## config.mk

```make
export PLATFORM = sky130hd
export DESIGN_NAME = sensor_record_crc8_framer
export DESIGN_NICKNAME = d
export VERILOG_FILES = /design/src/design/srcf_pkg.sv /design/src/design/srcf_in_reg.sv /design/src/design/srcf_serializer.sv /design/src/design/sensor_record_crc8_framer.sv
export SDC_FILE = /design/constraint.sdc
export NUM_CORES = 1
export LEC_CHECK = 0
export BUFFER_PORTS_ARGS = -buffer_cell sky130_fd_sc_hd__buf_2
export CORE_ASPECT_RATIO = 0.6
export CORE_MARGIN = 5
export CORE_UTILIZATION = 60
export CTS_BUF_LIST = sky130_fd_sc_hd__clkbuf_2
export DETAILED_ROUTE_END_ITERATION = 10
export GPL_TIMING_DRIVEN = 1
export PLACE_DENSITY_LB_ADDON = 0.3
export REMOVE_ABC_BUFFERS = 1
export SLEW_MARGIN = 20
export SYNTH_ARGS = -nofsm -noshare
export SYNTH_HDL_FRONTEND = slang
export SYNTH_HIERARCHICAL = 1
export SYNTH_SLANG_ARGS = --single-unit
```

## constraint.sdc

```tcl
create_clock -name clk -period 7.82 [get_ports clk]
set_clock_uncertainty 0.2 [all_clocks]
set_input_delay 0.391 -clock clk [delete_from_list [all_inputs] [get_ports clk]]
set_output_delay 0.391 -clock clk [all_outputs]
set_load 0.02 [all_outputs]
```

## src/design/srcf_pkg.sv

```systemverilog
// shared types, frame constants and the crc-8 byte update for the record framer
// no dependencies
package srcf_pkg;

  localparam int FRAME_BYTES   = 24;
  localparam int PAYLOAD_BYTES = 20;
  localparam int PAYLOAD_START = 3;
  localparam int CNT_W         = $clog2(FRAME_BYTES);
  localparam int PAYLOAD_W     = 8 * PAYLOAD_BYTES;

  localparam logic [7:0] SYNC_A   = 8'h5A;
  localparam logic [7:0] SYNC_B   = 8'hA5;
  localparam logic [7:0] LEN_BYTE = 8'(PAYLOAD_BYTES);
  localparam logic [7:0] CRC_POLY = 8'h07;
  localparam logic [7:0] CRC_INIT = 8'hFF;

  localparam logic [CNT_W-1:0] POS_SYNC_A = CNT_W'(0);
  localparam logic [CNT_W-1:0] POS_SYNC_B = CNT_W'(1);
  localparam logic [CNT_W-1:0] POS_LEN    = CNT_W'(2);
  localparam logic [CNT_W-1:0] POS_CRC    = CNT_W'(FRAME_BYTES - 1);

  typedef struct packed {
    logic        [31:0] sensor_id;
    logic        [31:0] reading_kind;
    logic signed [31:0] reading_value;
    logic signed [63:0] time_ms;
  } in_word_t;

  typedef struct packed {
    logic [7:0] frame_byte;
    logic       last;
  } out_word_t;

  // msb-first crc-8, one byte folded in over eight shift steps
  function automatic logic [7:0] crc8_update(input logic [7:0] crc, input logic [7:0] b);
    logic [7:0] c;
    c = crc ^ b;
    for (int k = 0; k < 8; k++) begin
      if (c[7]) begin
        c = {c[6:0], 1'b0} ^ CRC_POLY;
      end else begin
        c = {c[6:0], 1'b0};
      end
    end
    return c;
  endfunction

endpackage

```

## src/design/srcf_in_reg.sv

```systemverilog
// input record register of the framer: holds one record until its frame is sent
// depends on srcf_pkg
module srcf_in_reg (
  input  logic              clk,
  input  logic              rst,
  input  logic              in_valid,
  output logic              in_ready,
  input  srcf_pkg::in_word_t in_data,
  input  logic              done,
  output logic              rec_valid,
  output srcf_pkg::in_word_t rec
);
  import srcf_pkg::*;

  // a new record may land in the same cycle the last byte of the old one enters the output register
  assign in_ready = !rec_valid || done;

  always_ff @(posedge clk) begin
    if (rst) begin
      rec_valid <= 1'b0;
    end else if (in_ready) begin
      rec_valid <= in_valid;
    end
  end

  always_ff @(posedge clk) begin
    if (in_ready && in_valid) begin
      rec <= in_data;
    end
  end

endmodule

```

## src/design/srcf_serializer.sv

```systemverilog
// byte serializer: walks the frame positions, folds payload bytes into the crc
// and registers each byte for the output channel; depends on srcf_pkg
module srcf_serializer (
  input  logic               clk,
  input  logic               rst,
  input  logic               rec_valid,
  input  srcf_pkg::in_word_t rec,
  output logic               done,
  output logic               out_valid,
  input  logic               out_ready,
  output srcf_pkg::out_word_t out_data
);
  import srcf_pkg::*;

  logic [CNT_W-1:0]     cnt;
  logic [CNT_W-1:0]     cnt_next;
  logic [CNT_W-1:0]     pidx;
  logic [7:0]           crc;
  logic [7:0]           crc_next;
  logic [7:0]           cur_byte;
  logic [7:0]           pay_byte;
  logic [PAYLOAD_W-1:0] payload;
  logic                 load;
  logic                 is_last;

  // little-endian: byte 0 of the payload is the low byte of sensor_id
  assign payload = {rec.time_ms, rec.reading_value, rec.reading_kind, rec.sensor_id};
  assign pidx    = cnt - CNT_W'(PAYLOAD_START);
  assign pay_byte = 8'(payload >> {pidx, 3'b000});
  assign is_last = (cnt == POS_CRC);

  always_comb begin
    case (cnt)
      POS_SYNC_A: cur_byte = SYNC_A;
      POS_SYNC_B: cur_byte = SYNC_B;
      POS_LEN:    cur_byte = LEN_BYTE;
      POS_CRC:    cur_byte = crc;
      default:    cur_byte = pay_byte;
    endcase
  end

  always_comb begin
    case (cnt)
      POS_SYNC_A, POS_SYNC_B, POS_LEN: crc_next = CRC_INIT;
      POS_CRC:                         crc_next = crc;
      default:                         crc_next = crc8_update(crc, pay_byte);
    endcase
  end

  assign cnt_next = is_last ? '0 : cnt + CNT_W'(1);
  assign load     = rec_valid && (!out_valid || out_ready);
  assign done     = load && is_last;

  always_ff @(posedge clk) begin
    if (rst) begin
      cnt       <= '0;
      out_valid <= 1'b0;
    end else begin
      if (load) begin
        cnt <= cnt_next;
      end
      if (load) begin
        out_valid <= 1'b1;
      end else if (out_ready) begin
        out_valid <= 1'b0;
      end
    end
  end

  always_ff @(posedge clk) begin
    if (load) begin
      crc                 <= crc_next;
      out_data.frame_byte <= cur_byte;
      out_data.last       <= is_last;
    end
  end

endmodule

```

## src/design/sensor_record_crc8_framer.sv

```systemverilog
// sensor record framer: turns each record into a 24-byte frame with crc-8
// top level; depends on srcf_pkg, srcf_in_reg and srcf_serializer
//
// input channel (in_valid/in_ready/in_data): one sensor record per word.
// output channel (out_valid/out_ready/out_data): one frame byte per word,
// 24 words per record: 0x5A, 0xA5, length 20, the 20 payload bytes
// (sensor id, kind, value, timestamp, each least significant byte first)
// and the crc-8 of the payload; last is set on the crc byte.
// a record is first taken into the input register, and the first byte of its
// frame is then loaded into the output register.
// throughput: one output byte per cycle while out_ready is high; the byte
// position counter of the serializer and the single output register set it.
// the next record is taken in the cycle the crc byte of the current one
// enters the output register, so frames follow with no gap.
// a stall on out_ready holds the current byte and freezes the counter and
// crc; in_ready stays low while a record is still being sent.
// reset empties both registers and returns the byte counter to the start
// of a frame; nothing else is kept between records.
module sensor_record_crc8_framer (
  input  logic                clk,
  input  logic                rst,
  input  logic                in_valid,
  output logic                in_ready,
  input  srcf_pkg::in_word_t  in_data,
  output logic                out_valid,
  input  logic                out_ready,
  output srcf_pkg::out_word_t out_data
);
  import srcf_pkg::*;

  logic     rec_valid;
  logic     done;
  in_word_t rec;

  srcf_in_reg u_in_reg (
    .clk       (clk),
    .rst       (rst),
    .in_valid  (in_valid),
    .in_ready  (in_ready),
    .in_data   (in_data),
    .done      (done),
    .rec_valid (rec_valid),
    .rec       (rec)
  );

  srcf_serializer u_serializer (
    .clk       (clk),
    .rst       (rst),
    .rec_valid (rec_valid),
    .rec       (rec),
    .done      (done),
    .out_valid (out_valid),
    .out_ready (out_ready),
    .out_data  (out_data)
  );

endmodule

```

==> flow_metrics.py, run 1 <==
metrics = {
    "status": {
        "status": "did not finish",
        "lastStage": "clock tree synthesis",
        "stop_error": "[ERROR RSZ-0060] Max buffer count reached.",
    },
    "placed_design": {
        "place.gp.congestion": 0.907,
        "dp_hpwl_um": 11900,
        "port_buffers": 174,
    },
    "cts": {
        "htree_levels": 4,
        "cts_hold_buffers": 162,
        "cts_setup_buffers": 0,
        "numCtsBuffers": 17,
        "cts_resized": 0,
        "root_buffer": "clkbuf_2",
        "cts_sinks": 184,
        "clk_path_buf_depth": 2,
    },
    "floorplan": {
        "rows": 32,
        "pin_count": 175,
        "start_util": 0.609,
        "dieWidth_um": 157,
        "die_y_um": 98.2,
    },
    "logic_synthesis": {
        "synth-seq-area-share": 0.701,
        "netlist_top_cells_count": "edfxtp_1 (177), mux2i_1 (31), mux4_2 (28)",
        "ys_ff_latch": 184,
        "yosys_warnings": 6,
        "synth_cell_type_count": 55,
        "synth.avg_cell_area_um2": 17.5,
        "ys_async_sr_fraction": 0,
        "synthCells": 445,
        "synthesis.area_um2": 7780,
        "synth_area_leaders": "edfxtp_1 (68%), mux4_2 (8.1%), mux2i_1 (4.0%)",
        "yosysTopAreaCell": "edfxtp_1",
        "synth_ff_type": "edfxtp_1",
        "synth.most_common_cell": "edfxtp_1",
        "yosysTopAreaCellShare": 0.683,
        "synth-edff-count": 177,
    },
}
[per-stage QoR]
step / std cells / hold slack [ps] / util / cell area [µm²] / worst slack [ps]
detailed placement: 773 / 319 / 0.688 / 8780 / 3600
global placement: 773 / 281 / 0.688 / 8780 / 3710
floorplan: 425 / 253 / - / 7650 / 1660
[cell families after synthesis]
kind of cell | after synthesis | share of synthesized area
buffers and inverters | 28 | 0.0211
XOR/XNOR | 23 | 0.0341
adder cells (fa/ha/maj) | 4 | 0.00643
AO/OA/AOI/OAI | 62 | 0.0592
flip-flops | 184 | 0.701
multiplexers | 59 | 0.121
AND/OR/NAND/NOR | 85 | 0.0571
==> run 2, diff against run 1 <==
--- a/config.mk
+++ b/config.mk
@@ -6,13 +6,11 @@
 export NUM_CORES = 1
 export LEC_CHECK = 0
 export BUFFER_PORTS_ARGS = -buffer_cell sky130_fd_sc_hd__buf_2
-export CORE_ASPECT_RATIO = 0.6
 export CORE_MARGIN = 5
-export CORE_UTILIZATION = 60
-export CTS_BUF_LIST = sky130_fd_sc_hd__clkbuf_2
+export CORE_UTILIZATION = 40
 export DETAILED_ROUTE_END_ITERATION = 10
 export GPL_TIMING_DRIVEN = 1
-export PLACE_DENSITY_LB_ADDON = 0.3
+export PLACE_DENSITY_LB_ADDON = 0.15
 export REMOVE_ABC_BUFFERS = 1
 export SLEW_MARGIN = 20
 export SYNTH_ARGS = -nofsm -noshare
==> run 2 against run 1 <==
Against the previous run: the flow now finishes without violations; synthesized cell count unchanged; synthesized area stayed put.
==> flow_metrics.py, run 2 <==
metrics = {
    "status": {
        "status": "completed",
    },
    "cells_and_area": {
        "nFillCells": 1534,
        "nets": 949,
        "largest_reg_flops": 160,
        "antenna_cells": 0,
        "reg_top3": "u_in_reg/rec x160, u_serializer/out_data x9, u_serializer/crc x8",
        "final_cell_mix": "edfxtp_1 (177), buf_2 (174), dlygate4sd3_1 (160)",
        "final_common_cell": "edfxtp_1",
        "top_register": "u_in_reg/rec",
        "syn2layout_area_growth_pct": 42.0,
        "drive_above_1_share": 0.321,
        "fin_area_um2": 11000,
    },
    "logic_synthesis": {
        "ys_async_sr_fraction": 0,
        "synth-edff-count": 177,
        "synth_xor_area_frac": 0.0341,
        "synth_compound_area_frac": 0.0592,
        "synth-seq-area-share": 0.701,
        "synthesis.area_um2": 7780,
        "synth_adder_area_share": 0.00643,
        "synth.avg_cell_area_um2": 17.5,
        "synth_area_leaders": "edfxtp_1 (68%), mux4_2 (8.1%), mux2i_1 (4.0%)",
        "ys_ff_latch": 184,
        "netlist_top_cells_count": "edfxtp_1 (177), mux2i_1 (31), mux4_2 (28)",
        "synthSimpleGateAreaFrac": 0.0571,
        "synth.most_common_cell": "edfxtp_1",
        "yosys_warnings": 6,
        "synth_cell_type_count": 55,
        "muxShareOfSynthArea": 0.121,
        "synth_ff_type": "edfxtp_1",
        "yosysTopAreaCell": "edfxtp_1",
        "synth_top_family_by_area": "multiplexers",
        "yosysTopAreaCellShare": 0.683,
        "synthCells": 445,
    },
    "placed_design": {
        "post_dp_cell_area_um2": 8890,
        "dp_hpwl_um": 11800,
        "port_buffers": 174,
        "place.gp.congestion": 0.792,
        "dp_slack_ps": 3460,
    },
    "floorplan": {
        "start_util": 0.402,
        "pin_count": 175,
        "die_y_um": 149,
        "rows": 51,
        "dieWidth_um": 149,
        "core_um2": 19300,
        "die-area_um2": 22300,
    },
    "setup_path": {
        "cp-start-kind": "flop",
        "critPathCaptureType": "flop",
        "cp_max_fo": 41,
        "cp.arrival_ps": 4270,
        "crit_type": "reg2reg",
        "worst_ep_required_time_ps": 7760,
    },
    "global_route": {
        "grt_max_degree": 87,
        "gr-usage-all-layers": 0.171,
        "first_global_vias": 5445,
        "antenna_found_initial": 0,
        "grt_pass1_wl_um": 28800,
        "grt_overflow_total": 0,
    },
    "cts": {
        "root_buffer": "clkbuf_16",
        "clk_pin_slew_ps": 60,
        "cts_sinks": 184,
        "numCtsBuffers": 17,
        "htree_levels": 4,
        "cts_tree": "built",
        "clk_path_buf_depth": 2,
        "clock_latency_ps": 420,
        "cts_resized": 0,
    },
    "sta": {
        "rsz0062_at_grt": "false",
        "finalHoldViolations": 0,
        "final-setup-viol-count": 0,
        "final.setup.tns_ps": 0,
        "finalCriticalPeriod_ps": 4330,
        "worst_slack_ps": 3490,
        "fmax_mhz": 231,
        "relSlewSlack": 0.278,
        "post-route-period-util": 0.553,
        "slew_viol_final": 0,
        "tightestPinTransition_ps": 1080,
    },
    "routing": {
        "drt_first_pass_iters": 4,
        "remaining_drc_errors": 0,
        "wl_um": 18700,
        "routedWlPerCell_um": 17.6,
        "drt_first_iter_violations": 389,
        "ant_nets": 0,
        "vias": 5068,
        "via_per_inst": 4.79,
    },
    "job": {
        "max_cap_violations": 0,
    },
    "power": {
        "p_leak_uw": 0.00413,
        "ir_drop_uv": 133,
        "p_per_area_nw_per_um2": 204,
    },
    "min_path": {
        "hp-class": "in2reg",
    },
}
[run 2: cell counts after synthesis]
No cell type changed its count.
[run 2: cells by family after synthesis]
family	count (synthesis)
compound gates	62
fa+ha+maj	4
flops	184
simple gates	85
mux	59
xor+xnor	23
buf+inv	28
[run 2: worst paths after layout]
check                           start                      to  slack [ps]  cells past startpoint
setup / recovery  u_serializer/cnt[0]     u_serializer/crc[7]        3490                     10
hold / removal               in_valid      u_in_reg/rec_valid          20                      3
setup reg to reg  u_serializer/cnt[0]     u_serializer/crc[7]        3490                     10
hold reg to reg    u_in_reg/rec_valid  u_serializer/out_valid         310                      2
[run 2: through the flow]
stage	total power, µW	cells	hold slack (ps)	utilization
4_1_cts	2290	1059	0.710	0.571
6_report	2260	1059	22.9	0.571
5_1_grt	2350	1059	12.1	0.571
2_1_floorplan	1320	425	253	-
3_5_place_dp	1410	867	294	0.460
3_3_place_gp	1410	867	279	0.460
[run 2: critical path: stages (launching register included)]
cell and delay (ps):
dfxtp_2 320, buf_4 560, ha_1 570, nor3_2 80, xnor2_1 860, and2_1 390, a211oi_1 130, a211oi_2 380
xnor3_1 320, xnor2_1 160, nand2_1 70
[run 2: layer usage]
metal | vias to the layer above | wire length, µm | global-route usage
met1 | 2475 | 8130 | 0.220
met3 | 19 | 773 | 0.0330
met4 | 0 | 261 | 0.0545
met5 | - | 0 | 0
li1 | 2423 | - | -
met2 | 151 | 9520 | 0.296
[run 2: area by class of cell]
cell class | instances | area, µm² | share of cell area
multi-input cells | 233 | 2180 | 0.197
repair buffers | 337 | 2490 | 0.226
clock buffers | 18 | 429 | 0.0388
clock inverters | 14 | 124 | 0.0112
flip-flops and latches | 184 | 5460 | 0.494
well taps | 265 | 332 | 0.0300
inverters | 8 | 30.0 | 0.00272
[run 2: timing repair]
action	4_1_cts	5_1_grt
endpoints found under the hold margin	160	0
setup endpoints to repair	0	0
setup buffers	0	0
hold buffers	160	0
[run 2: power breakdown]
group,switching (µW),internal [µW],total [µW]
Clock,369,440,809
Sequential,14.4,1150,1160
Combinational,132,157,289
No activity file was read; power rests on OpenSTA's default activity.
==> run 3, diff against run 2 <==
--- a/config.mk
+++ b/config.mk
@@ -5,6 +5,7 @@
 export SDC_FILE = /design/constraint.sdc
 export NUM_CORES = 1
 export LEC_CHECK = 0
+export ABC_AREA = 1
 export BUFFER_PORTS_ARGS = -buffer_cell sky130_fd_sc_hd__buf_2
 export CORE_MARGIN = 5
 export CORE_UTILIZATION = 40
==> constraint.sdc (replaced) <==
create_clock -name clk -period 4 [get_ports clk]
set_clock_uncertainty 0.2 [all_clocks]
set_input_delay 0.2 -clock clk [delete_from_list [all_inputs] [get_ports clk]]
set_output_delay 0.2 -clock clk [all_outputs]
set_load 0.02 [all_outputs]
==> run 3 against run 2 <==
Against the previous run: register-to-register slack worse by 2800 ps; worst setup slack worse by 2800 ps; synthesized cell count grew 55%; sequential share of layout area down 1.2 points; critical path type unchanged; fmax grew 30%; critical endpoint is now u_serializer/crc[1]; critical path depth is 4 higher; non-clock buffer count rose by 17; combinational power increased to 2.7 times the previous value; largest power group unchanged.
==> flow_metrics.py, run 3 <==
metrics = {
    "floorplan": {
        "rows": 51,
        "start_util": 0.404,
        "pin_count": 175,
        "die_y_um": 150,
        "dieWidth_um": 150,
        "die-area_um2": 22500,
        "core_um2": 19400,
    },
    "setup_path": {
        "critPathCaptureType": "flop",
        "cp-start-kind": "flop",
        "worst_ep_required_time_ps": 3950,
        "cp.arrival_ps": 3290,
        "crit_type": "reg2reg",
        "cp_max_fo": 55,
    },
    "sta": {
        "post-route-period-util": 0.835,
        "tightestPinTransition_ps": 941,
        "finalHoldViolations": 0,
        "rsz0062_at_grt": "false",
        "fmax_mhz": 300,
        "slew_viol_final": 0,
        "final-setup-viol-count": 0,
        "relSlewSlack": 0.370,
        "finalCriticalPeriod_ps": 3340,
        "final.setup.tns_ps": 0,
    },
    "global_route": {
        "grt_overflow_total": 0,
        "antenna_found_initial": 0,
        "grt_pass1_wl_um": 34100,
        "grt_max_degree": 82,
        "first_global_vias": 6687,
        "gr-usage-all-layers": 0.195,
    },
    "power": {
        "p_per_area_nw_per_um2": 415,
        "switchingPower_uw": 1290,
        "p_leak_uw": 0.00453,
        "ir_drop_uv": 280,
        "clkPwrFrac": 0.347,
        "sw_frac_of_total": 0.273,
        "seq_power_share": 0.486,
        "internal_power_uw": 3420,
        "power_uw": 4710,
        "comb_power_share": 0.167,
    },
    "logic_synthesis": {
        "synth.most_common_cell": "edfxtp_1",
        "yosysTopAreaCellShare": 0.678,
        "netlist_top_cells_count": "edfxtp_1 (177), nand2_1 (149), nand3_1 (98)",
        "synthCells": 688,
        "yosys_warnings": 6,
        "synth-seq-area-share": 0.696,
        "synthesis.area_um2": 7840,
        "synth.avg_cell_area_um2": 11.4,
        "synth_xor_area_frac": 0.00782,
        "synth_cell_type_count": 32,
        "synth_top_family_by_area": "simple AND/OR/NAND/NOR gates",
        "synth_ff_type": "edfxtp_1",
        "muxShareOfSynthArea": 0,
        "synthSimpleGateAreaFrac": 0.187,
        "synth_area_leaders": "edfxtp_1 (68%), nand2_1 (7.1%), nand3_1 (6.3%)",
        "ys_async_sr_fraction": 0,
        "synth-edff-count": 177,
        "synth_compound_area_frac": 0.0720,
        "ys_ff_latch": 184,
        "synth_adder_area_share": 0.00639,
        "yosysTopAreaCell": "edfxtp_1",
    },
    "cts": {
        "cts_resized": 0,
        "cts_tree": "built",
        "clk_pin_slew_ps": 80,
        "cts_sinks": 184,
        "clock_latency_ps": 430,
        "htree_levels": 4,
        "root_buffer": "clkbuf_16",
        "numCtsBuffers": 17,
        "clk_path_buf_depth": 2,
    },
    "routing": {
        "via_per_inst": 4.86,
        "ant_nets": 0,
        "drt_first_pass_iters": 5,
        "routedWlPerCell_um": 16.3,
        "remaining_drc_errors": 0,
        "vias": 6372,
        "wl_um": 21300,
        "drt_first_iter_violations": 490,
    },
    "cells_and_area": {
        "final_common_cell": "edfxtp_1",
        "reg_top3": "u_in_reg/rec x160, u_serializer/out_data x9, u_serializer/crc x8",
        "nets": 1201,
        "final_cell_mix": "edfxtp_1 (177), buf_2 (174), dlygate4sd3_1 (163)",
        "antenna_cells": 0,
        "final_util": 0.584,
        "largest_reg_flops": 160,
        "drive_above_1_share": 0.231,
        "syn2layout_area_growth_pct": 44.5,
        "top_register": "u_in_reg/rec",
    },
    "placed_design": {
        "place.gp.congestion": 0.941,
        "port_buffers": 174,
        "dp_hpwl_um": 13600,
    },
    "status": {
        "status": "completed",
    },
    "min_path": {
        "hp-class": "in2reg",
    },
    "job": {
        "max_cap_violations": 0,
    },
}
-- run 3: path summary, 6_finish.rpt --
check,startpoint,end,slack [ps],cells after the start
hold reg to reg,u_serializer/out_valid,u_serializer/out_valid,300,2
setup reg to reg,u_serializer/cnt[0],u_serializer/crc[1],660,14
setup / recovery,u_serializer/cnt[0],u_serializer/crc[1],660,14
hold / removal,in_data[138],u_in_reg/rec[138],270,2
-- run 3: cell families (layout without fill, tap and decap cells) --
family                     after synthesis  count (layout)
xor gates and xnor gates                 4               4
buffers and inverters                   54             412
DFF                                    184             184
and+or+nand+nor                        347             347
adders and majority gates                4               4
AOI/OAI and AO/OA                       95              95
-- run 3: stage by stage --
stage	hold slack [ps]	instance area (µm²)	setup slack, ps	std cells
floorplan	62.4	7690	-7290	660
global placement	177	9100	817	1116
detailed placement	178	9100	719	1116
CTS	246	11300	706	1311
global route	248	11300	371	1311
finish	265	11300	661	1311
-- run 3: final cells by class --
class / instances / area, µm²
clock inverter: 14 / 163
clock buffer: 18 / 429
multi-input combinational: 450 / 2160
inverter: 26 / 97.6
sequential: 184 / 5460
timing repair buffer: 354 / 2690
tap: 265 / 332
fill: 1612 / 8070
-- run 3: repair_timing --
item                                   4_1_cts  5_1_grt
hold buffers                               163        0
setup buffers                                0        0
endpoints found under the hold margin      167        0
setup endpoints to repair                    0        0
-- run 3: per-layer routing --
layer,global-route usage,wire [µm],vias up
li1,-,-,3145
met1,0.255,9140,2996
met2,0.323,10400,212
met3,0.0475,1380,19
met4,0.0554,384,0
met5,0,0,-
-- run 3: power by group through the flow --
stage	Combinational (µW)	Sequential (µW)	Clock [µW]
floorplan	370	2370	0
global placement	646	2330	0
detailed placement	660	2330	0
CTS	786	2290	1670
global route	875	2300	1760
finish	784	2290	1630
-- run 3: worst max-delay path: stages, from the launching register on --
cell	delay [ps]
dfxtp_4	510
inv_2	70
ha_2	330
buf_4	480
o21ai_0	190
o211ai_1	200
nand3_1	130
nand2_1	150
nand2_1	120
nand2_1	120
nand2_1	60
nand2_1	150
nand3_1	120
nand3b_1	110
nand3_1	90
